<file path="src/hw/rtl/dpw_pkg.sv">
// Shared types and constants of the alias-suppressed polynomial oscillator.
package dpw_pkg;

    localparam logic signed [63:0] Q_ONE   = 64'sh1000_0000_0000_0000;
    localparam logic signed [63:0] Q_HALF  = 64'sh0800_0000_0000_0000;
    localparam logic signed [63:0] Q_SIXTH = 64'sd192153584101141163;
    localparam logic signed [63:0] Q_THIRD = 64'sd384307168202282325;

    localparam logic [2:0] CFG_WAVE_TYPE    = 3'd0;
    localparam logic [2:0] CFG_PHASE_INC    = 3'd1;
    localparam logic [2:0] CFG_SYNC_INC     = 3'd2;
    localparam logic [2:0] CFG_SAW_GAIN     = 3'd3;
    localparam logic [2:0] CFG_SHAPE_GAIN   = 3'd4;
    localparam logic [2:0] CFG_PULSE_GAIN   = 3'd5;
    localparam logic [2:0] CFG_PULSE_OFFSET = 3'd6;
    localparam logic [2:0] CFG_FM_DEPTH     = 3'd7;

    localparam logic [1:0] WAVE_SINE   = 2'd0;
    localparam logic [1:0] WAVE_SQUARE = 2'd1;
    localparam logic [1:0] WAVE_TRI    = 2'd2;

    typedef struct packed {
        logic [1:0]         wave_type;
        logic [31:0]        phase_inc;
        logic [31:0]        sync_inc;
        logic signed [15:0] saw_gain;
        logic signed [15:0] shape_gain;
        logic signed [15:0] pulse_gain;
        logic [14:0]        pulse_offset;
        logic signed [21:0] fm_depth;
    } t_cfg;

    typedef struct packed {
        logic               start;
        logic signed [63:0] a;
        logic signed [63:0] b;
    } t_mul_req;

    typedef struct packed {
        logic                done;
        logic signed [63:0]  q;
        logic signed [127:0] p;
    } t_mul_rsp;

    typedef struct packed {
        logic         start;
        logic [127:0] num;
        logic [63:0]  den;
    } t_div_req;

    typedef struct packed {
        logic         done;
        logic [127:0] quo;
    } t_div_rsp;

    function automatic logic [63:0] mag64(input logic signed [63:0] v);
        return v[63] ? 64'(-v) : 64'(v);
    endfunction

endpackage

</file>
<file path="src/hw/rtl/dpw_div.sv">
// Restoring divider, 128-bit dividend over 64-bit divisor, one quotient bit per cycle.
module dpw_div (
    input  logic              i_clk,
    input  logic              i_rst_n,
    input  dpw_pkg::t_div_req i_req,
    output dpw_pkg::t_div_rsp o_rsp
);
    import dpw_pkg::*;

    logic         r_busy;
    logic [6:0]   r_cnt;
    logic [127:0] r_num;
    logic [63:0]  r_den;
    logic [63:0]  r_rem;
    logic [127:0] r_quo;
    logic         r_done;

    logic [63:0] rs;
    logic        ge;

    assign rs = {r_rem[62:0], r_num[127]};
    assign ge = r_rem[63] || (rs >= r_den);

    always_ff @(posedge i_clk) begin
        if (!i_rst_n) begin
            r_busy <= 1'b0;
            r_done <= 1'b0;
            r_cnt  <= 7'd0;
        end else begin
            r_done <= 1'b0;
            if (i_req.start) begin
                r_busy <= 1'b1;
                r_cnt  <= 7'd0;
                r_num  <= i_req.num;
                r_den  <= i_req.den;
                r_rem  <= '0;
                r_quo  <= '0;
            end else if (r_busy) begin
                r_rem <= ge ? rs - r_den : rs;
                r_quo <= {r_quo[126:0], ge};
                r_num <= {r_num[126:0], 1'b0};
                r_cnt <= r_cnt + 7'd1;
                if (r_cnt == 7'd127) begin
                    r_busy <= 1'b0;
                    r_done <= 1'b1;
                end
            end
        end
    end

    assign o_rsp.done = r_done;
    assign o_rsp.quo  = r_quo;

endmodule

</file>
<file path="config.mk">
export PLATFORM = sky130hd
export DESIGN_NAME = dpw_div
export DESIGN_NICKNAME = d
export VERILOG_FILES = /design/src/hw/rtl/dpw_pkg.sv /design/src/hw/rtl/dpw_div.sv
export SDC_FILE = /design/constraint.sdc
export NUM_CORES = 1
export LEC_CHECK = 0
export BUFFER_PORTS_ARGS = -buffer_cell sky130_fd_sc_hd__buf_2
export CORE_MARGIN = 1.5
export CORE_UTILIZATION = 57
export DETAILED_ROUTE_END_ITERATION = 10
export PLACE_DENSITY_LB_ADDON = 0.08
export SYNTH_ARGS = -nofsm -noshare
export SYNTH_HDL_FRONTEND = slang
export SYNTH_SLANG_ARGS = --single-unit
</file>
<file path="constraint.sdc">
create_clock -name i_clk -period 11.2 [get_ports i_clk]
set_input_delay 0.56 -clock i_clk [delete_from_list [all_inputs] [get_ports i_clk]]
set_output_delay 0.56 -clock i_clk [all_outputs]
set_load 0.02 [all_outputs]
</file>
Word-level counts from Yosys, hierarchy flattened
Index checks and enable logic that the tools add are counted.
Word-level totals
  output and inout bits: 129
  flip-flop bits (word level): 393
  logic and storage cells: 28
  input port bits: 195
Cells by class
  multiplexer cells: 9
  order comparisons: 1
  add/subtract/negate cells: 2
  reduce and logical (&&, ||, !) cells: 6
  bitwise logic cells: 2
  eq/ne operators: 1
Operators by type and width (number)
  128-bit 2-to-1 mux: 3
  64-bit 2-to-1 mux: 2
  64-bit >= comparator: 1
  64-bit subtractor: 1
  7-bit by 1-bit adder with 7-bit output, second input constant: 1
  7-bit equality test, second input constant: 1
  1-bit 2-to-1 mux: 4
  2-bit AND reduction: 2
  3-bit OR reduction: 1
  1-bit inverter: 2
  2-bit nonzero test: 1
  2-bit OR reduction: 1
  1-bit logical OR: 1

Longest topological paths before layout
  word-level depth: 4
  depth in mapped cells: 14
  depth with buffers taken out: 13

Worst setup path before layout
No wires, ideal clock.
  kind: input to register
  from: input port i_req[192] (netlist name)
  to: register r_busy
  arrival: 8904 ps
  path buffers: 2
  required time: 11111 ps
  library setup time: 89 ps
  path slack: 2207 ps
  stages on the path: 4
  cell sequence: clkbuf_1 -> clkbuf_1 -> o21a_1 -> o31a_1
Between the ends
  cells in the longest elaborated chain, start to end: 1
RTL lines
  start: declaration: RTL line dpw_div.sv:5  | input dpw_pkg::t_div_req i_req,
  1-bit 2-to-1 mux: RTL line dpw_div.sv:31  | if (i_req.start) begin
  end signal: assignment: RTL line dpw_div.sv:26  | r_busy <= 1'b0;
  end signal: assignment: RTL line dpw_div.sv:32  | r_busy <= 1'b1;
  end signal: assignment: RTL line dpw_div.sv:44  | r_busy <= 1'b0;
  end: declaration: RTL line dpw_div.sv:10  | logic r_busy;
Every way passes these cells.
A chain may end at the register's enable or synchronous reset.

Worst setup path after layout
  from: register r_rem[50]
  to: register r_rem[47] (data pin)
Between the ends
  cells in the longest elaborated chain, start to end: 4
RTL lines
  start: declaration: RTL line dpw_div.sv:14  | logic [63:0] r_rem;
  start signal: assignment: RTL line dpw_div.sv:39  | r_rem <= ge ? rs - r_den : rs;
  64-bit >= comparator: RTL line dpw_div.sv:22  | assign ge = r_rem[63] || (rs >= r_den);
  1-bit logical OR: RTL line dpw_div.sv:22
  64-bit 2-to-1 mux: RTL line dpw_div.sv:39
  64-bit 2-to-1 mux: RTL line dpw_div.sv:38  | end else if (r_busy) begin
Every way passes these cells. The select of a mux whose other input is x is not followed.

==> results by group <==
GRT
  – Vias in the first global route: 12500
  – Met3 Use GR: 7.86%
  – Global-route wire length before repair: between 60000 and 70000 um
  – Remaining Overflow, GRT: 0
  – M2 GR Usage: between 30% and 40%
  – Pin count of the biggest net entering global routing: 174
  – GR peak layer: met2
  – Global Route met1 Usage: 32.3%
  – Initial antenna violation count: 21
  – Tot GR Track Use: 24.2%

Setup path
  – R2R setup slack: 7.35 ns
  – Worst setup EP type: flip-flop
  – Startpoint types: flip-flop
  – Critical Path Fanout Max: 81
  – Reg2Reg Depth: 12
  – Worst path top cell family by delay: compound AO/OA/AOI/OAI gates
  – Crit-path cells: ha_1 -> a21oi_1 -> o21ai_0 -> a221oi_1 -> o21ai_0 -> a21o_1 -> a211o_1 -> nand2_2 -> buf_4 -> nor4b_1 -> a31oi_1 -> o311ai_1
  – WP buf/inv: 1
  – Critical Path RT: 11.50 ns
  – Top cell by count, worst path: o21ai_0
  – Levels on crit path: 12
  – Worst setup path category: flip-flop to flip-flop
  – CP max-delay cell: buf_4
  – Critical Path AT: 4.15 ns
  – Largest incremental delay on the critical path: 0.72 ns

Synth
  – Post-Syn Area: 19300 um2
  – Share of the synthesized area in the top cell type: 59.8%
  – Synth Net Count: 1801
  – Commonest register cell after synthesis: edfxtp_1
  – Netlist cell types: 67
  – Count leader, synth: edfxtp_1
  – Post-Syn Instances: ~1500
  – EDFF count, synth: ~380
  – Synth warnings: 0
  – Synth top cells by count: edfxtp_1, nor2b_1, mux2_2
  – Area contributors post-synth: edfxtp_1, mux2_2, nor2b_1
  – Syn avg cell area: 12.5 um2
  – Sequential share of the synthesized area: 60.7%
  – Post-synth ARST share: 0%
  – Yosys top cell by area: edfxtp_1
  – Seq cells post-synth: between 300 and 400

Pwr
  – Power, Total: around 0.0040 W
  – Peak supply drop: 0.150 mV
  – Leakage: 8.99 nW
  – PD cells: about 180 nW/um2

Layout
  – Final nets: 2100
  – Share of layout cells above drive strength 1: between 20 and 30%
  – Reg area: 11700 um2
  – Layout fillers: 2579
  – Multi-input gate area: 6930 um2
  – Area growth, synth to finish: 17.4%

Route
  – Post-route ant nets: 0
  – Iteration count of the initial detailed-routing pass: 5
  – Via count: 12900
  – Residual DRC: 0
  – Vias/cell: 5.57
  – WL/cell: 18.4 um
  – WL final: around 43000 um
  – DR iter-0 viols: approximately 1000

Timing
  – Fmax: between 0.2 and 0.3 GHz
  – Worst Skew: 0.0230 ns
  – Max-slew violations: 0
  – Tcrit/Tclk final: 34.4%
  – Worst Max-Slew Pin Slew: 1.14 ns
  – Period minus WS final: 3.85 ns
  – Fin Setup TNS: 0 ns
  – # setup viols final: 0
  – Final Hold Vio Count: 0
  – Rel. slew slack: 23.8%
  – Unrepaired setup endpoints after global routing: false

CTS
  – Clock tree buffer depth: 3
  – CTS tree: yes
  – Worst-path clk slew: 0.07 ns
  – Sink Count: roughly 400
  – Clock insertion delay at the later pin of the skew report: around 0.57 ns
  – Setup bufs post-CTS: 0
  – H-tree levels: 2
  – Clk root buf: clkbuf_16
  – Resize count post-CTS: 0
  – Cts bufs inserted: 43
  – Hold Buf Count CTS: 0

Floorplan
  – Die ar.: 34900 um2
  – Die width: about 190 um
  – Core area: 33400 um2
  – Core Rows: 67
  – Die Ht: 187 um
  – I/O pin count: between 300 and 400
  – Initial Util: 57.6%

Place
  – Final RePlAce weighted congestion: a little over 0.9
  – Port Buffer Count: 323
  – Hpwl dp: 29100 um

Worst hold path
  – Type of the worst min-delay path: primary input to flip-flop
  – Worst hold path depth: 1

Flow run
  – Max-cap violations: 0

Outcome
  – Outcome: complete, no violations
-- worst paths after layout --
| kind | endpoint | startpoint |
|---|---|---|
| min reg2reg | r_cnt[5] | r_cnt[5] |
| max | r_rem[47] | r_rem[50] |
| min | r_den[8] | i_req[8] |
| max reg2reg | r_rem[47] | r_rem[50] |
-- where the power goes --
part           internal [W]  switching, W
registers           0.00176     0.0000447
clock network      0.000822      0.000581
logic              0.000306      0.000461
-- state kept, by name, summed over array words and instances, names as in the netlist --
name / count
r_busy: 1
r_cnt: 7
r_den: 64
r_done: 1
r_num: 128
r_quo: 128
r_rem: 64
-- routing by layer --
metal,up-vias,part of all wire [%]
met3,100,8.1
met1,6201,43
met5,-,0.34
met2,367,46
li1,6255,-
met4,22,2.6
-- through the flow --
| step | util (%) | instances | worst slack [ns] | area, um2 | hold slack [ns] |
|---|---|---|---|---|---|
| floorplan | - | 1540 | 2.21 | 19300 | 0.445 |
| global placement | 63.5 | 2242 | 7.47 | 21200 | 0.460 |
| detailed placement | 63.5 | 2242 | 7.37 | 21200 | 0.483 |
| CTS | 67.6 | 2317 | 7.34 | 22600 | 0.131 |
| global route | 67.7 | 2322 | 7.02 | 22600 | 0.145 |
| finish | 67.7 | 2326 | 7.35 | 22600 | 0.159 |
-- cells by family after synthesis --
kind of cell | after synthesis | synth area share [%]
compound gates | 286 | 9.29
buf+inv | 169 | 3.37
flops | 393 | 60.7
mux | 143 | 8.25
simple gates | 424 | 11.3
fa+ha+maj | 66 | 4.32
xor+xnor | 59 | 2.68
-- area by class of cell --
type                            count  share of cell area, %
Sequential cell                   393                   51.7
Multi-Input combinational cell    978                   30.6
Timing Repair Buffer              331                   7.50
Clock buffer                       50                   4.87
Tap cell                          448                   2.48
Inverter                           92                   1.53
Clock inverter                     25                   1.19
Antenna cell                        9                 0.0995
-- cell usage in the layout (no fill, tap or decap), types with 6 or more instances in the layout --
cell,n
dfxtp_1,9
o21a_1,8
nor4_1,8
clkbuf_1,7
clkbuf_16,43
inv_1,92
and3_1,6
edfxtp_1,384
a21o_1,27
buf_4,7
clkinv_2,8
nor2_1,118
a31oi_1,11
nand2_1,69
clkinv_1,7
mux2i_1,16
o21ai_0,56
xor2_1,25
o21bai_1,16
buf_2,322
ha_1,65
nor2b_1,133
nand2b_1,8
diode_2,9
a21oi_1,112
mux2_2,127
nand4_1,28
nand3_1,18
xnor2_1,34
nor3_1,11
o211ai_1,6
nor4b_1,6
(Power assumes the default switching activity.)
