### src/hw/rtl/dpw_pkg.sv
// Shared types and constants of the alias-suppressed polynomial oscillator.
package dpw_pkg;

    localparam logic signed [63:0] Q_ONE   = 64'sh1000_0000_0000_0000;
    localparam logic signed [63:0] Q_HALF  = 64'sh0800_0000_0000_0000;
    localparam logic signed [63:0] Q_SIXTH = 64'sd192153584101141163;
    localparam logic signed [63:0] Q_THIRD = 64'sd384307168202282325;

    localparam logic [2:0] CFG_WAVE_TYPE    = 3'd0;
    localparam logic [2:0] CFG_PHASE_INC    = 3'd1;
    localparam logic [2:0] CFG_SYNC_INC     = 3'd2;
    localparam logic [2:0] CFG_SAW_GAIN     = 3'd3;
    localparam logic [2:0] CFG_SHAPE_GAIN   = 3'd4;
    localparam logic [2:0] CFG_PULSE_GAIN   = 3'd5;
    localparam logic [2:0] CFG_PULSE_OFFSET = 3'd6;
    localparam logic [2:0] CFG_FM_DEPTH     = 3'd7;

    localparam logic [1:0] WAVE_SINE   = 2'd0;
    localparam logic [1:0] WAVE_SQUARE = 2'd1;
    localparam logic [1:0] WAVE_TRI    = 2'd2;

    typedef struct packed {
        logic [1:0]         wave_type;
        logic [31:0]        phase_inc;
        logic [31:0]        sync_inc;
        logic signed [15:0] saw_gain;
        logic signed [15:0] shape_gain;
        logic signed [15:0] pulse_gain;
        logic [14:0]        pulse_offset;
        logic signed [21:0] fm_depth;
    } t_cfg;

    typedef struct packed {
        logic               start;
        logic signed [63:0] a;
        logic signed [63:0] b;
    } t_mul_req;

    typedef struct packed {
        logic                done;
        logic signed [63:0]  q;
        logic signed [127:0] p;
    } t_mul_rsp;

    typedef struct packed {
        logic         start;
        logic [127:0] num;
        logic [63:0]  den;
    } t_div_req;

    typedef struct packed {
        logic         done;
        logic [127:0] quo;
    } t_div_rsp;

    function automatic logic [63:0] mag64(input logic signed [63:0] v);
        return v[63] ? 64'(-v) : 64'(v);
    endfunction

endpackage

### src/hw/rtl/dpw_mul.sv
// Iterative 64x64 signed multiplier built on one 32x32 unit, with Q3.60 rounding.
module dpw_mul (
    input  logic              i_clk,
    input  logic              i_rst_n,
    input  dpw_pkg::t_mul_req i_req,
    output dpw_pkg::t_mul_rsp o_rsp
);
    import dpw_pkg::*;

    logic               r_busy;
    logic               r_fin;
    logic [1:0]         r_cnt;
    logic [63:0]        r_am;
    logic [63:0]        r_bm;
    logic               r_neg;
    logic [127:0]       r_acc;
    logic               r_done;
    logic signed [63:0] r_q;
    logic [127:0]       r_p;

    logic [31:0]  pa;
    logic [31:0]  pb;
    logic [63:0]  pp;
    logic [1:0]   lvl;
    logic [127:0] shifted;
    logic [127:0] rnd;
    logic [63:0]  m;

    assign pa      = r_cnt[0] ? r_am[63:32] : r_am[31:0];
    assign pb      = r_cnt[1] ? r_bm[63:32] : r_bm[31:0];
    assign pp      = pa * pb;
    assign lvl     = {1'b0, r_cnt[0]} + {1'b0, r_cnt[1]};
    assign shifted = {64'b0, pp} << {lvl, 5'd0};
    assign rnd     = r_acc + {68'b0, 1'b1, 59'b0};
    assign m       = (rnd[127:123] != 5'd0) ? 64'h7FFF_FFFF_FFFF_FFFF : rnd[123:60];

    always_ff @(posedge i_clk) begin
        if (!i_rst_n) begin
            r_busy <= 1'b0;
            r_fin  <= 1'b0;
            r_done <= 1'b0;
            r_cnt  <= 2'd0;
        end else begin
            r_done <= 1'b0;
            if (i_req.start) begin
                r_busy <= 1'b1;
                r_cnt  <= 2'd0;
                r_acc  <= '0;
                r_am   <= mag64(i_req.a);
                r_bm   <= mag64(i_req.b);
                r_neg  <= i_req.a[63] ^ i_req.b[63];
            end else if (r_busy) begin
                r_acc <= r_acc + shifted;
                r_cnt <= r_cnt + 2'd1;
                if (r_cnt == 2'd3) begin
                    r_busy <= 1'b0;
                    r_fin  <= 1'b1;
                end
            end else if (r_fin) begin
                r_fin  <= 1'b0;
                r_done <= 1'b1;
                r_q    <= r_neg ? -$signed(m) : $signed(m);
                r_p    <= r_neg ? -r_acc : r_acc;
            end
        end
    end

    assign o_rsp.done = r_done;
    assign o_rsp.q    = r_q;
    assign o_rsp.p    = $signed(r_p);

endmodule

### config.mk
export PLATFORM = sky130hd
export DESIGN_NAME = dpw_mul
export DESIGN_NICKNAME = d
export VERILOG_FILES = /design/src/hw/rtl/dpw_pkg.sv /design/src/hw/rtl/dpw_mul.sv
export SDC_FILE = /design/constraint.sdc
export NUM_CORES = 2
export LEC_CHECK = 0
export BUFFER_PORTS_ARGS = -buffer_cell sky130_fd_sc_hd__clkbuf_2
export CORE_ASPECT_RATIO = 1.1
export CORE_UTILIZATION = 30
export DETAILED_ROUTE_END_ITERATION = 8
export MAX_ROUTING_LAYER = met4
export PLACE_DENSITY_LB_ADDON = 0.12
export SLEW_MARGIN = 20
export SYNTH_ARGS = -nofsm -noshare
export SYNTH_HDL_FRONTEND = slang
export SYNTH_SLANG_ARGS = --single-unit
### constraint.sdc
create_clock -name i_clk -period 18 [get_ports i_clk]
set_input_delay 0.9 -clock i_clk [delete_from_list [all_inputs] [get_ports i_clk]]
set_output_delay 0.9 -clock i_clk [all_outputs]
set_load 0.01 [all_outputs]
[Yosys cells after proc, flatten, opt, wreduce, memory -nomap -nowiden]
Cells that the tools add are included.
Word-level totals
  bits in registers: 454
  input port bits: 131
  ROM bits: 0
  latch bits: 0
  memories kept: 0
  word-level logic and storage cells: 50
  RAM bits: 0
Operators by class
  order comparisons: 0
  $mul: 1
  shift operators: 1
  bitwise logic cells: 4
  mux-type cells: 14
  reduce and logical (&&, ||, !) cells: 8
  $add $sub $neg: 8
  eq/ne operators: 2
  div/mod/pow operators: 0
Operators by type and width (number)
  $mux W128: 2
  $neg A64 Y64: 3
  $add A128 B128 Y128: 1
  $add A128 B60 Y128 const B: 1
  $mux W64: 2
  $neg A128 Y128: 1
  $shl A64 B7 Y128: 1
  $mux W63: 2
  $mul A32 B32 Y64: 1
  $mux W32: 2
  $mux W1: 6
  $reduce_and A2 Y1: 3
  $reduce_bool A5 Y1: 1
  $reduce_and A4 Y1: 1
  $not A1 Y1: 3
  $reduce_or A3 Y1: 1
  $add A1 B1 Y2: 1
  $add A2 B1 Y2 const B: 1
  $eq A2 B2 Y1 const B: 1
  $ne A2 B1 Y1 const B: 1
  $reduce_bool A2 Y1: 1
  $reduce_or A2 Y1: 1
  $xor A1 B1 Y1: 1

[Logic depth before layout (Yosys ltp)]
  word-level depth: 5
  gate-level depth with buffers: 47

[Least setup slack after synthesis]
No wires, ideal clock.
  kind: input -> register
  start: input port i_req[128] in the netlist's numbering
  end: register r_p[0], enable pin
  stages on the path: 3
  data required time: 16.982 ns
  buffers on the path: 1
  slack: 1.827 ns
  library setup time: 1.018 ns
  data arrival time: 15.156 ns
  cell sequence: clkbuf_1 -> nand2b_1 -> nor3b_1
Between the ends
  longest elaborated chain between the ends: 2
Ends and longest elaborated chain
  start, declared: RTL line dpw_mul.sv:5  | input dpw_pkg::t_mul_req i_req,
  $not A1 Y1 (no line)
  $reduce_and A4 Y1 (no line)
  end signal, assigned: RTL line dpw_mul.sv:63  | r_p <= r_neg ? -r_acc : r_acc;
  end, declared: RTL line dpw_mul.sv:19  | logic [127:0] r_p;
Every way passes these cells.
A chain may end at the register's enable or synchronous reset.

[Worst setup path after layout]
  start: register r_cnt[0]
  end: register r_acc[118], data pin
Between the ends
  longest elaborated chain between the ends: 5
Ends and longest elaborated chain
  start, declared: RTL line dpw_mul.sv:12  | logic [1:0] r_cnt;
  start signal, assigned: RTL line dpw_mul.sv:54  | r_cnt <= r_cnt + 2'd1;
  $mux W32: RTL line dpw_mul.sv:29  | assign pa = r_cnt[0] ? r_am[63:32] : r_am[31:0];
  $mul A32 B32 Y64: RTL line dpw_mul.sv:31  | assign pp = pa * pb;
  $shl A64 B7 Y128 *: RTL line dpw_mul.sv:33  | assign shifted = {64'b0, pp} << {lvl, 5'd0};
  $add A128 B128 Y128 *: RTL line dpw_mul.sv:53  | r_acc <= r_acc + shifted;
  $mux W128 *: RTL line dpw_mul.sv:52  | end else if (r_busy) begin
  end signal, assigned: RTL line dpw_mul.sv:53
  end, declared: RTL line dpw_mul.sv:16  | logic [127:0] r_acc;
Mark *: on every way between the ends. The rest lies on a longest branch, timed or not. The select of a mux whose other input is x is not followed.

==> results.json <==
{
  "area_growth_pct": 10.0,
  "cpMostUsedCell": "fa_1",
  "muxShareOfSynthArea_pct": 2.62,
  "port_buffers": 323,
  "cp.arrival_ps": 14990,
  "cts_tree": "yes",
  "synthDistinctLibCells": 92,
  "synth_top_family_by_area": "adder cells",
  "r2r_slack_ps": 3410,
  "synth-main-ff-cell": "edfxtp_1",
  "synth-async-reset-ratio_pct": 0,
  "status": "finished clean",
  "maxCapViolCount": 0,
  "final_common_cell": "inv_1",
  "rsz0062_at_grt": "false",
  "routed.top_layer": "met4",
  "min_period_over_period_pct": 81.1,
  "overflow": 0,
  "postRouteAntennaNets": 0,
  "tns_ps": 0,
  "min_period_ps": 14590,
  "dp_cells": 10400,
  "syn-num-nets": 8854,
  "synth_edf_count": 449,
  "critPathKind": "reg -> reg",
  "wl_met3_mm": 11.7,
  "routed-wl-met2_mm": 128,
  "fin_nets": 8948,
  "finClkSkew_ps": 64.4,
  "die_area_um2": 223000,
  "clk_path_buf_depth": 3,
  "hold_buffers": 0,
  "drt-met1-wl_mm": 110,
  "drtPass1Iterations": 6,
  "synth_xor_area_share_pct": 6.69,
  "ys_seq_area_share_pct": 20.5,
  "slowest_stage": "mux2i_2",
  "cts_made_buffers": 54,
  "final-hold-violation-count": 0,
  "gp_congestion": 0.951,
  "yosys_warnings": 0,
  "syn_avg_cell_area_um2": 8.92,
  "fmax_ghz": 0.0685,
  "stdcell_count": 10500,
  "synthCells": 7429,
  "drt-total-wl_mm": 262,
  "synth_area_um2": 66300,
  "io_pins": 324,
  "post_drt_via_cell_ratio": 5.16,
  "track_usage_pct": 23.9,
  "clkSinkCount": 454,
  "cts_htree_levels": 2,
  "cts_resized": 0,
  "final_cell_mix": "inv_1 (1,003), nor2_1 (996), fa_1 (897)",
  "synth-simple-area-share_pct": 16.6,
  "cts-root-buf": "clkbuf_16",
  "drive_gt1_share_pct": 9.41,
  "wl_per_cell_um": 25.0,
  "die_w_um": 450,
  "synth_compound_area_share_pct": 11.0,
  "dp_hpwl_mm": 213,
  "slew_viol_final": 0,
  "worstPathRequired_ps": 18400,
  "cts_setup_buffers": 0,
  "nFillCells": 22900,
  "vias": 54100,
  "drtIter0Drc": 4146,
  "synth-seq-cells": 454,
  "worst_skew_pair.late_latency_ps": 720,
  "start_util_pct": 30.2,
  "rows": 180,
  "relSlewSlack_pct": 21.7,
  "grt_pass1_vias": 55500,
  "clk_pin_slew_ps": 60,
  "die_y_um": 495,
  "grt_pass1_wl_mm": 381,
  "worst_slew_pin_slew_ps": 1160,
  "coreArea_um2": 219000,
  "antenna_found_initial": 9,
  "synthAdderAreaFrac_pct": 34.6,
  "crit_fanout": 43,
  "cp-end-kind": "flop",
  "cp_slowest_stage_delay_ps": 780,
  "grt_max_degree": 80,
  "startpoint_type": "flop",
  "hold_path_class": "in -> reg",
  "drc": 0,
  "setup_viol": 0
}
-- sequential cells by signal, summed over array words and instances, names as in the netlist --
signal and cells:
r_acc 128, r_am 64, r_bm 64, r_busy 1, r_cnt 2, r_done 1
r_fin 1, r_neg 1, r_p 128, r_q 64
-- layer usage --
metal	track usage, %	up-vias
li1	-	24800
met1	29.2	27300
met2	40.3	1648
met3	2.45	382
met4	9.69	0
met5	-	-
-- worst paths after layout --
| check | to | startpoint | cells after the start |
|---|---|---|---|
| setup / recovery | r_acc[118] | r_cnt[0] | 39 |
| hold / removal | r_bm[0] | i_req[0] | 1 |
| setup reg to reg | r_acc[118] | r_cnt[0] | 39 |
| hold reg to reg | r_fin | r_fin | 2 |
-- final cells by class --
type	instances	area (um2)	area share [%]
Tap cell	2912	3640	5.00
Multi-Input combinational cell	5574	47600	65.3
Timing Repair Buffer	432	2440	3.34
Inverter	1007	3780	5.19
Sequential cell	454	13600	18.6
Clock buffer	64	1410	1.93
Clock inverter	38	413	0.566
Antenna cell	6	15.0	0.0206
-- logic make-up after synthesis --
| logic type | after synthesis |
|---|---|
| and+or+nand+nor | 2459 |
| buffers and inverters | 1401 |
| adders and majority gates | 1294 |
| AOI/OAI and AO/OA | 1152 |
| xor gates and xnor gates | 506 |
| DFF | 454 |
| muxes | 163 |
-- cells in the mapped netlist (105+ instances only) --
library cell,instances,area [um2]
inv_1,1004,3770
nor2_1,996,3740
fa_1,897,18000
nand2_1,761,2860
edfxtp_1,449,13500
ha_1,397,4970
xnor2_1,391,3420
clkbuf_1,359,1350
a21oi_1,305,1530
o21ai_0,285,1430
xor2_1,115,1010
a21o_1,113,848
nor3_1,106,531
nand4_1,105,657
-- through the flow --
stage	utilization [%]	setup WS (ps)	cell area, um2	hold WS, ps
finish	33.3	3410	72900	428
floorplan	-	1830	66300	446
detailed placement	32.4	3570	71100	489
global placement	32.4	3640	71100	478
global route	33.3	2870	72900	415
CTS	33.3	3480	72900	395
-- critical path: cells and delay by family (launching register included) --
family,cells,cell delay (ps)
compound gates,7,2870
xor+xnor,1,190
fa+ha+maj,10,4840
buf+inv,6,1310
flops,1,600
mux,2,1210
simple gates,13,3190
Power is not shown: default switching activity piles up to over one toggle a cycle in this logic, so the estimate is an artifact.
