$ cat src/hw/rtl/dpw_pkg.sv
// Shared types and constants of the alias-suppressed polynomial oscillator.
package dpw_pkg;

    localparam logic signed [63:0] Q_ONE   = 64'sh1000_0000_0000_0000;
    localparam logic signed [63:0] Q_HALF  = 64'sh0800_0000_0000_0000;
    localparam logic signed [63:0] Q_SIXTH = 64'sd192153584101141163;
    localparam logic signed [63:0] Q_THIRD = 64'sd384307168202282325;

    localparam logic [2:0] CFG_WAVE_TYPE    = 3'd0;
    localparam logic [2:0] CFG_PHASE_INC    = 3'd1;
    localparam logic [2:0] CFG_SYNC_INC     = 3'd2;
    localparam logic [2:0] CFG_SAW_GAIN     = 3'd3;
    localparam logic [2:0] CFG_SHAPE_GAIN   = 3'd4;
    localparam logic [2:0] CFG_PULSE_GAIN   = 3'd5;
    localparam logic [2:0] CFG_PULSE_OFFSET = 3'd6;
    localparam logic [2:0] CFG_FM_DEPTH     = 3'd7;

    localparam logic [1:0] WAVE_SINE   = 2'd0;
    localparam logic [1:0] WAVE_SQUARE = 2'd1;
    localparam logic [1:0] WAVE_TRI    = 2'd2;

    typedef struct packed {
        logic [1:0]         wave_type;
        logic [31:0]        phase_inc;
        logic [31:0]        sync_inc;
        logic signed [15:0] saw_gain;
        logic signed [15:0] shape_gain;
        logic signed [15:0] pulse_gain;
        logic [14:0]        pulse_offset;
        logic signed [21:0] fm_depth;
    } t_cfg;

    typedef struct packed {
        logic               start;
        logic signed [63:0] a;
        logic signed [63:0] b;
    } t_mul_req;

    typedef struct packed {
        logic                done;
        logic signed [63:0]  q;
        logic signed [127:0] p;
    } t_mul_rsp;

    typedef struct packed {
        logic         start;
        logic [127:0] num;
        logic [63:0]  den;
    } t_div_req;

    typedef struct packed {
        logic         done;
        logic [127:0] quo;
    } t_div_rsp;

    function automatic logic [63:0] mag64(input logic signed [63:0] v);
        return v[63] ? 64'(-v) : 64'(v);
    endfunction

endpackage

$ cat src/hw/rtl/dpw_ctrl.sv
// Sequencer, phase state and datapath registers driving the shared multiplier and divider.
module dpw_ctrl (
    input  logic               i_clk,
    input  logic               i_rst_n,
    input  dpw_pkg::t_cfg      i_cfg,
    input  logic               i_in_valid,
    output logic               o_in_stall,
    input  logic signed [15:0] i_modulator,
    output logic               o_out_valid,
    input  logic               i_out_stall,
    output logic signed [23:0] o_sample,
    output dpw_pkg::t_mul_req  o_mul_req,
    input  dpw_pkg::t_mul_rsp  i_mul_rsp,
    output dpw_pkg::t_div_req  o_div_req,
    input  dpw_pkg::t_div_rsp  i_div_rsp
);
    import dpw_pkg::*;

    localparam logic [4:0] ST_IDLE = 5'd0;
    localparam logic [4:0] ST_FM   = 5'd1;
    localparam logic [4:0] ST_PH   = 5'd2;
    localparam logic [4:0] ST_P2   = 5'd3;
    localparam logic [4:0] ST_P3   = 5'd4;
    localparam logic [4:0] ST_SAW  = 5'd5;
    localparam logic [4:0] ST_SH1  = 5'd6;
    localparam logic [4:0] ST_SH2  = 5'd7;
    localparam logic [4:0] ST_SH3  = 5'd8;
    localparam logic [4:0] ST_PW1  = 5'd9;
    localparam logic [4:0] ST_PW2  = 5'd10;
    localparam logic [4:0] ST_PUL  = 5'd11;
    localparam logic [4:0] ST_G0   = 5'd12;
    localparam logic [4:0] ST_G1   = 5'd13;
    localparam logic [4:0] ST_G2   = 5'd14;
    localparam logic [4:0] ST_SQ   = 5'd15;
    localparam logic [4:0] ST_DIV  = 5'd16;
    localparam logic [4:0] ST_OUT  = 5'd17;
    localparam logic [4:0] ST_RSM  = 5'd18;
    localparam logic [4:0] ST_RSD  = 5'd19;

    logic [4:0]          r_state;
    logic                r_issued;
    logic signed [15:0]  r_mod;
    logic [31:0]         r_ph;
    logic [1:0]          r_k;
    logic signed [63:0]  r_p;
    logic signed [63:0]  r_p2;
    logic signed [63:0]  r_p3;
    logic signed [63:0]  r_t;
    logic signed [63:0]  r_tp;
    logic signed [63:0]  r_pw;
    logic signed [63:0]  r_inner;
    logic signed [63:0]  r_dsaw;
    logic signed [63:0]  r_dshp;
    logic signed [63:0]  r_dpul;
    logic signed [127:0] r_acc;
    logic [63:0]         r_den;
    logic [23:0]         r_res;
    logic                r_out_valid;
    logic signed [23:0]  r_sample;
    logic [31:0]         r_main;
    logic [31:0]         r_sync;
    logic                r_toggle;

    logic                mul_op;
    logic signed [63:0]  mul_a;
    logic signed [63:0]  mul_b;
    logic signed [63:0]  s_sel;
    logic signed [63:0]  p_new;
    logic signed [63:0]  tp_raw;
    logic signed [63:0]  pw_raw;
    logic signed [63:0]  tp_abs;
    logic signed [63:0]  qv;
    logic signed [63:0]  d_add;
    logic [127:0]        acc_mag;
    logic [127:0]        quo;
    logic [23:0]         sat;
    logic [32:0]         main_sum;
    logic                can_load;

    assign p_new   = {{3{~r_ph[31]}}, ~r_ph[31], r_ph[30:0], 29'b0};
    assign tp_raw  = r_p + Q_HALF;
    assign pw_raw  = r_p + {3'b0, i_cfg.pulse_offset, 46'b0};
    assign tp_abs  = r_tp[63] ? -r_tp : r_tp;
    assign s_sel   = r_p[63] ? r_t : -r_t;
    assign qv      = i_mul_rsp.q;
    // second difference weights: +1, -2, +1 over the three phases
    assign d_add   = (r_k == 2'd1) ? -(qv <<< 1) : qv;
    assign acc_mag = r_acc[127] ? 128'(-r_acc) : 128'(r_acc);
    assign quo     = i_div_rsp.quo;
    assign main_sum = {1'b0, r_main} + {1'b0, i_cfg.phase_inc};
    assign can_load = !r_out_valid || !i_out_stall;

    always_comb begin
        if (r_acc[127]) begin
            sat = (quo[127:64] != 64'd0 || quo[63:0] > 64'd8388608) ?
                  24'h800000 : 24'(-quo[23:0]);
        end else begin
            sat = (quo[127:23] != '0) ? 24'h7FFFFF : quo[23:0];
        end
    end

    always_comb begin
        mul_op = 1'b1;
        mul_a  = '0;
        mul_b  = '0;
        case (r_state)
            ST_FM: begin
                mul_a = {{42{i_cfg.fm_depth[21]}}, i_cfg.fm_depth};
                mul_b = {{48{r_mod[15]}}, r_mod};
            end
            ST_P2: begin
                mul_a = r_p;
                mul_b = r_p;
            end
            ST_P3: begin
                mul_a = r_p2;
                mul_b = r_p;
            end
            ST_SAW: begin
                mul_a = r_p3 - r_p;
                mul_b = Q_SIXTH;
            end
            ST_SH1: begin
                case (i_cfg.wave_type)
                    WAVE_SINE: begin
                        mul_a = r_p3;
                        mul_b = r_p;
                    end
                    WAVE_SQUARE: begin
                        mul_a = (r_p[63] ? r_p2 : -r_p2) + r_p;
                        mul_b = Q_HALF;
                    end
                    default: begin
                        mul_a = r_tp;
                        mul_b = r_tp;
                    end
                endcase
            end
            ST_SH2: begin
                if (i_cfg.wave_type == WAVE_SINE) begin
                    mul_a = -(s_sel + (r_p3 <<< 1) - r_p);
                    mul_b = Q_THIRD;
                end else begin
                    mul_a = r_t;
                    mul_b = r_inner;
                end
            end
            ST_SH3: begin
                mul_a = (Q_ONE <<< 1) + r_t;
                mul_b = Q_SIXTH;
            end
            ST_PW1: begin
                mul_a = r_pw;
                mul_b = r_pw;
            end
            ST_PW2: begin
                mul_a = r_t;
                mul_b = r_pw;
            end
            ST_PUL: begin
                mul_a = r_t - r_pw;
                mul_b = Q_SIXTH;
            end
            ST_G0: begin
                mul_a = {{48{i_cfg.saw_gain[15]}}, i_cfg.saw_gain};
                mul_b = r_dsaw;
            end
            ST_G1: begin
                mul_a = {{48{i_cfg.shape_gain[15]}}, i_cfg.shape_gain};
                mul_b = r_dshp;
            end
            ST_G2: begin
                mul_a = {{48{i_cfg.pulse_gain[15]}}, i_cfg.pulse_gain};
                mul_b = r_dpul - r_dsaw;
            end
            ST_SQ: begin
                mul_a = {32'b0, i_cfg.sync_inc};
                mul_b = {32'b0, i_cfg.sync_inc};
            end
            ST_RSM: begin
                mul_a = {32'b0, r_main};
                mul_b = {32'b0, i_cfg.sync_inc};
            end
            default: mul_op = 1'b0;
        endcase
    end

    assign o_mul_req.start = mul_op && !r_issued;
    assign o_mul_req.a     = mul_a;
    assign o_mul_req.b     = mul_b;

    assign o_div_req.start = (r_state == ST_DIV || r_state == ST_RSD) && !r_issued;
    assign o_div_req.num   = (r_state == ST_DIV) ? {acc_mag[119:0], 8'b0} : 128'(r_acc);
    assign o_div_req.den   = (r_state == ST_DIV) ? r_den : {32'b0, i_cfg.phase_inc};

    always_ff @(posedge i_clk) begin
        if (!i_rst_n) begin
            r_state     <= ST_IDLE;
            r_issued    <= 1'b0;
            r_out_valid <= 1'b0;
            r_main      <= '0;
            r_sync      <= '0;
            r_toggle    <= 1'b0;
            r_k         <= 2'd0;
        end else begin
            if (r_out_valid && !i_out_stall) begin
                r_out_valid <= 1'b0;
            end
            if (o_mul_req.start || o_div_req.start) begin
                r_issued <= 1'b1;
            end
            if (i_mul_rsp.done || i_div_rsp.done) begin
                r_issued <= 1'b0;
            end
            if (r_state == ST_P2) begin
                r_tp <= (tp_raw > Q_ONE) ? tp_raw - (Q_ONE <<< 1) : tp_raw;
                r_pw <= (pw_raw > Q_ONE) ? pw_raw - (Q_ONE <<< 1) : pw_raw;
            end
            if (r_state == ST_P3) begin
                r_inner <= (Q_ONE * 3) - (tp_abs <<< 1);
            end
            case (r_state)
                ST_IDLE: begin
                    if (i_in_valid) begin
                        r_mod   <= i_modulator;
                        r_dsaw  <= '0;
                        r_dshp  <= '0;
                        r_dpul  <= '0;
                        r_state <= ST_FM;
                    end
                end
                ST_FM: begin
                    if (i_mul_rsp.done) begin
                        r_ph    <= r_sync + {i_mul_rsp.p[30:0], 1'b0};
                        r_k     <= 2'd0;
                        r_state <= ST_PH;
                    end
                end
                ST_PH: begin
                    r_p     <= p_new;
                    r_state <= ST_P2;
                end
                ST_P2: begin
                    if (i_mul_rsp.done) begin
                        r_p2    <= qv;
                        r_state <= ST_P3;
                    end
                end
                ST_P3: begin
                    if (i_mul_rsp.done) begin
                        r_p3    <= qv;
                        r_state <= ST_SAW;
                    end
                end
                ST_SAW: begin
                    if (i_mul_rsp.done) begin
                        r_dsaw <= r_dsaw + d_add;
                        // the unused fourth code has no shape generator
                        if (i_cfg.wave_type != WAVE_SINE && i_cfg.wave_type != WAVE_SQUARE &&
                            i_cfg.wave_type != WAVE_TRI) begin
                            r_state <= ST_PW1;
                        end else begin
                            r_state <= ST_SH1;
                        end
                    end
                end
                ST_SH1: begin
                    if (i_mul_rsp.done) begin
                        if (i_cfg.wave_type == WAVE_SQUARE) begin
                            r_dshp  <= r_dshp + d_add;
                            r_state <= ST_PW1;
                        end else begin
                            r_t     <= qv;
                            r_state <= ST_SH2;
                        end
                    end
                end
                ST_SH2: begin
                    if (i_mul_rsp.done) begin
                        if (i_cfg.wave_type == WAVE_SINE) begin
                            r_dshp  <= r_dshp + d_add;
                            r_state <= ST_PW1;
                        end else begin
                            r_t     <= qv;
                            r_state <= ST_SH3;
                        end
                    end
                end
                ST_SH3: begin
                    if (i_mul_rsp.done) begin
                        r_dshp  <= r_dshp + d_add;
                        r_state <= ST_PW1;
                    end
                end
                ST_PW1: begin
                    if (i_mul_rsp.done) begin
                        r_t     <= qv;
                        r_state <= ST_PW2;
                    end
                end
                ST_PW2: begin
                    if (i_mul_rsp.done) begin
                        r_t     <= qv;
                        r_state <= ST_PUL;
                    end
                end
                ST_PUL: begin
                    if (i_mul_rsp.done) begin
                        r_dpul <= r_dpul + d_add;
                        if (r_k == 2'd2) begin
                            r_state <= ST_G0;
                        end else begin
                            r_k     <= r_k + 2'd1;
                            r_ph    <= r_ph - i_cfg.sync_inc;
                            r_state <= ST_PH;
                        end
                    end
                end
                ST_G0: begin
                    if (i_mul_rsp.done) begin
                        r_acc   <= i_mul_rsp.p;
                        r_state <= ST_G1;
                    end
                end
                ST_G1: begin
                    if (i_mul_rsp.done) begin
                        r_acc   <= r_acc + i_mul_rsp.p;
                        r_state <= ST_G2;
                    end
                end
                ST_G2: begin
                    if (i_mul_rsp.done) begin
                        r_acc <= r_acc + i_mul_rsp.p;
                        if (i_cfg.sync_inc == 32'd0) begin
                            r_res   <= '0;
                            r_state <= ST_OUT;
                        end else begin
                            r_state <= ST_SQ;
                        end
                    end
                end
                ST_SQ: begin
                    if (i_mul_rsp.done) begin
                        r_den   <= i_mul_rsp.p[63:0];
                        r_state <= ST_DIV;
                    end
                end
                ST_DIV: begin
                    if (i_div_rsp.done) begin
                        r_res   <= sat;
                        r_state <= ST_OUT;
                    end
                end
                ST_OUT: begin
                    if (can_load) begin
                        r_sample    <= $signed(r_res);
                        r_out_valid <= 1'b1;
                        r_sync      <= r_sync + i_cfg.sync_inc;
                        r_main      <= main_sum[31:0];
                        r_state     <= ST_IDLE;
                        if (main_sum[32]) begin
                            r_toggle <= ~r_toggle;
                            if (r_toggle) begin
                                r_state <= ST_RSM;
                            end
                        end
                    end
                end
                ST_RSM: begin
                    if (i_mul_rsp.done) begin
                        r_acc   <= i_mul_rsp.p;
                        r_state <= ST_RSD;
                    end
                end
                ST_RSD: begin
                    if (i_div_rsp.done) begin
                        r_sync  <= quo[31:0];
                        r_state <= ST_IDLE;
                    end
                end
                default: r_state <= ST_IDLE;
            endcase
        end
    end

    assign o_in_stall  = (r_state != ST_IDLE);
    assign o_out_valid = r_out_valid;
    assign o_sample    = r_sample;

endmodule

$ cat config.mk
export PLATFORM = sky130hd
export DESIGN_NAME = dpw_ctrl
export DESIGN_NICKNAME = d
export VERILOG_FILES = /design/src/hw/rtl/dpw_pkg.sv /design/src/hw/rtl/dpw_ctrl.sv
export SDC_FILE = /design/constraint.sdc
export NUM_CORES = 2
export LEC_CHECK = 0
export BUFFER_PORTS_ARGS = -buffer_cell sky130_fd_sc_hd__buf_2
export CORE_UTILIZATION = 35
export DETAILED_ROUTE_END_ITERATION = 6
export PLACE_DENSITY = 0.51
export SLEW_MARGIN = 20
export SYNTH_ARGS = -nofsm -noshare
export SYNTH_HDL_FRONTEND = slang
export SYNTH_SLANG_ARGS = --single-unit
$ cat constraint.sdc
create_clock -name i_clk -period 23.2 [get_ports i_clk]
set_input_delay 4.64 -clock i_clk [delete_from_list [all_inputs] [get_ports i_clk]]
set_output_delay 4.64 -clock i_clk [all_outputs]
set_load 0.02 [all_outputs]
# ---- After elaboration in Yosys (flattened, before gate mapping)
# Index checks and enable logic that the tools add are counted.
dict set report op_classes {
  addsub 28
  n_lt_le_gt_ge 3
  eq_ne 52
  muxes 84
  bitwise_logic 3
  reduce_logical 56
}
# op count
set op_table {}
lappend op_table {{64-bit two-way mux} 21}
lappend op_table {{64-bit case mux with 15 select lines} 1}
lappend op_table {{64-bit case mux with 10 select lines} 1}
lappend op_table {{64-bit case mux with 2 select lines} 4}
lappend op_table {{128-bit two-way mux} 3}
lappend op_table {{64-bit adder} 4}
lappend op_table {{64-bit negation} 4}
lappend op_table {{128-bit case mux with 2 select lines} 1}
lappend op_table {{64-bit case mux with 4 select lines} 1}
lappend op_table {{64-bit case mux with 3 select lines} 1}
lappend op_table {{32-bit two-way mux} 5}
lappend op_table {{24-bit two-way mux} 6}
lappend op_table {{128-bit adder} 1}
lappend op_table {{32-bit case mux with 2 select lines} 2}
lappend op_table {{64-bit by 61-bit subtractor with 64-bit output} 2}
lappend op_table {{64-bit subtractor} 2}
lappend op_table {{120-bit two-way mux} 1}
lappend op_table {{120-bit negation} 1}
lappend op_table {{5-bit two-way mux} 22}
lappend op_table {{105-bit nonzero test} 1}
lappend op_table {{5-bit case mux with 20 select lines} 1}
lappend op_table {{32-bit adder} 2}
lappend op_table {{63-bit by 64-bit adder with 64-bit output, first input constant} 1}
lappend op_table {{64-bit by 61-bit adder with 64-bit output} 1}
lappend op_table {{50 further kinds} 137}
dict set report word_totals {
  regBits 970
  out_inout_bits 348
  word_cells 249
}

# ---- Logic depth before layout (Yosys ltp)
dict set report depth {
  depth_word 7
  depth_mapped 28
}

# ---- Least setup slack after synthesis
# No wires, ideal clock.
dict set report synth_timing {
  kind {input port to flip-flop}
  startpoint {input port i_cfg[149] (netlist bit)}
  endpoint {register r_dshp[0], enable pin}
  setup_time_ns 0.644
  t_arrival_ns 11.877
  setup_slack_ns 10.679
  path_stages 7
  path_cell_list {clkbuf_1 inv_1 clkbuf_1 nor2_1 a21oi_1 or3_1 nor4_1}
}
dict set report synth_via {
  elab_chain_cells 3
}
# element line_no
set synth_rtl {}
lappend synth_rtl {{start: declaration} dpw_ctrl.sv:5} ;# input dpw_pkg::t_cfg i_cfg,
lappend synth_rtl {{2-bit by 1-bit == test with 1-bit output / 2-bit zero test (equally long branches)} {dpw_ctrl.sv:269, dpw_ctrl.sv:280}}
lappend synth_rtl {{2-bit != test (no line)} n/a}
lappend synth_rtl {{8-bit AND reduction (no line) (*)} n/a}
lappend synth_rtl {{end signal: assignment} dpw_ctrl.sv:270} ;# r_dshp <= r_dshp + d_add;
lappend synth_rtl {{end signal: assignment} dpw_ctrl.sv:281} ;# r_dshp <= r_dshp + d_add;
lappend synth_rtl {{end signal: assignment} dpw_ctrl.sv:291} ;# r_dshp <= r_dshp + d_add;
lappend synth_rtl {{end: declaration} dpw_ctrl.sv:53} ;# logic signed [63:0] r_dshp;
# Mark *: on every way between the ends. The rest lies on a longest branch, timed or not.
# A chain may end at the register's enable or synchronous reset.

==> flow_summary.toml <==
[timing]
finalCritPeriodShare_pct = 56.3
slew_headroom_pct = 14.2
maxSlewViolCount = 0
clock.fmax_mhz = 76.6
fin_crit_ns = 13.06
rsz0062_at_grt = "false"
layout_setup_ws_ns = 10.14
whs_ns = 0.411
hold_viol = 0
setup_violations = 0
worst_pin_slew_ns = 1.29
tns_ns = 0
skew_ns = 0.0471

[setup_path]
cp_max_fo = 7
cpMaxStageDelayCell = "nor3_1"
worst_ep_required_time_ns = 18.56
critPathArrivalTime_ns = 8.42
path_class = "flip-flop to output pin"
cp-start-kind = "flip-flop"
cpPeakStageDelay_ns = 0.62
cp-end-kind = "output pin"
crit_path_frequent_cell = "a21oi_1"

[clock_tree]
numCtsBuffers = 116
ctsLongestPathBuffers = 3
path_clk_slew_ns = 0.06
htreeDepth = 3
cts_resized = 0
cts_tree = "built"
clock_sinks = 864
post_cts_buffers = 0
holdBufCountCts = 0
cts_root_buf = "clkbuf_16"
clkLatencyLatePin_ns = 0.82

[drt]
drtIter0Drc = 8448
ant_nets = 0
post_drt_wl_per_cell_um = 30.3
first_pass_iters = 7
wl_um = 425000
vias = 84700
drc = 81
via_per_inst = 6.03

[logic_synthesis]
ys_types = 86
synthFlopType = "edfxtp_1"
yosysSeqAreaShare_pct = 30.0
yosysWarnings = 0
synth_area_um2 = 83900
ys_ff_latch = 864
synth_edf_count = 790
synthArstFlopShare_pct = 0
synth_top_cell_by_area = "edfxtp_1"
synth_area_leaders = "edfxtp_1 28%, ha_1 11%, a21oi_1 5.5%"
synth_nets = 11400
postSynthCellCount = 10100
yosysTopAreaCellShare_pct = 28.3
synth_area_per_cell_um2 = 8.31

[pwr]
peakVddDrop_v = 0.0000748
finalPower_mw = 8.03
power_per_cell_area_nw_per_um2 = 83.9
power.leakage_nw = 39.8

[run_status]
status = "finished with violations"
violations = "DRC"

[placed_design]
dp_slack_ns = 10.75
numPortBuffers = 840
detailed_place_hpwl_um = 341000
globalplace.congestion = 1.01

[finish]
nFillCells = 24400
seqCellArea_um2 = 25200
nets = 12000
drive_gt1_share_pct = 12.3
syn2layout_area_growth_pct = 14.1
multiInputGateArea_um2 = 55400

[min_path]
hp-class = "flip-flop to flip-flop"

[floorplanning]
io_pins = 841
fp.dieW_um = 492
start_util_pct = 35.2
rows = 179
die_h_um = 492
die_area_um2 = 242000
fp.coreArea_um2 = 238000

[global_routing]
grt_max_degree = 210
grt_use_total_pct = 33.8
gr-total-overflow = 0
antenna_found_initial = 79
grt_pass1_wl_um = 592000
grt_pass1_vias = 80700

[flow_run]
max-cap-violations = 0
## sequential cells by signal (all words and copies together) (netlist names), 34 cells and up
register and count:
r_tp 34, r_inner 34, r_p3 64, r_dpul 64, r_den 64, r_dshp 64
r_dsaw 64, r_acc 128, r_p2 64, r_t 64
## power by group
group	total, mW	leakage, nW	switching (mW)	internal, mW
sequential	2.07	7.81	0.154	1.91
clock	1.90	1.89	0.813	1.09
combinational	4.06	30.1	2.75	1.31
## cells in the mapped netlist, drive strengths merged (40+ instances only)
cell	n
nand3	223
nor2	776
fa	48
or3	81
a211oi	62
and2	85
nand4	158
dfxtp	74
o21bai	126
o21ai	822
mux2	63
nor2b	96
edfxtp	790
and3	71
nand2	1092
nor3	221
nor4	107
xor2	437
o21a	74
or4	40
inv	500
clkbuf	421
or2	41
a21o	435
a22oi	72
o211ai	76
nand2b	109
ha	725
o31ai	81
a21oi	924
a221oi	87
a31oi	103
xnor2	503
a222oi	93
## layer usage
metal	track usage, %	wire length, um	vias up
li1	-	-	38700
met1	38.9	160000	41000
met2	56.7	200000	3937
met3	5.21	29400	1050
met4	25.0	36100	38
met5	0	238	-
## per-stage QoR
step | instance area [um^2] | utilization, % | instances
2_1_floorplan | 83900 | - | 10100
3_3_place_gp | 91700 | 38.5 | 13800
3_5_place_dp | 91700 | 38.5 | 13800
4_1_cts | 95600 | 40.2 | 14000
5_1_grt | 95700 | 40.2 | 14000
6_report | 95700 | 40.2 | 14000
## cell type report
cell class	instances	area share, %
diodes	36	0.0941
clock buffers	142	3.20
clock inverters	76	0.848
inverters	500	1.96
multi-input cells	8278	57.9
flip-flops and latches	864	26.3
well taps	3167	4.14
repair buffers	979	5.50
## critical path, delay by kind of cell, from the launching register on
kind	cells	cell delay, ns
buf+inv	2	0.24
fa+ha+maj	2	0.89
compound gates	10	2.25
xor+xnor	1	0.20
flops	1	0.43
simple gates	12	3.62
## worst paths after layout
path	startpoint	endpoint	slack, ns	cells after the start
max	r_t[6]	o_mul_req[125]	10.14	27
min	r_res[4]	o_sample[4]	0.41	0
max reg2reg	r_k[0]	r_dsaw[60]	16.24	19
min reg2reg	r_res[4]	o_sample[4]	0.41	0
## cell families (layout without fill, tap and decap cells)
group / Yosys count / count (layout) / share of synthesized area [%]
AOI/OAI and AO/OA: 3272 / 3272 / 24.8
and+or+nand+nor: 3199 / 3199 / 18.0
muxes: 94 / 94 / 1.22
xor gates and xnor gates: 940 / 940 / 9.81
adders and majority gates: 773 / 773 / 12.0
other: 0 / 36 / 0
buffers and inverters: 950 / 1697 / 4.25
DFF: 864 / 864 / 30.0
## cell usage in the layout (no fill, tap or decap), types with 158 or more instances in the layout
cell	count
ha_1	724
a21oi_1	921
buf_2	840
nand4_1	158
inv_1	498
nand2_1	1090
nand3_1	221
xor2_1	437
nor2_1	763
xnor2_1	503
a21o_1	435
edfxtp_1	790
nor3_1	204
o21ai_0	814
Note: power is estimated with default switching activity, not from simulation.
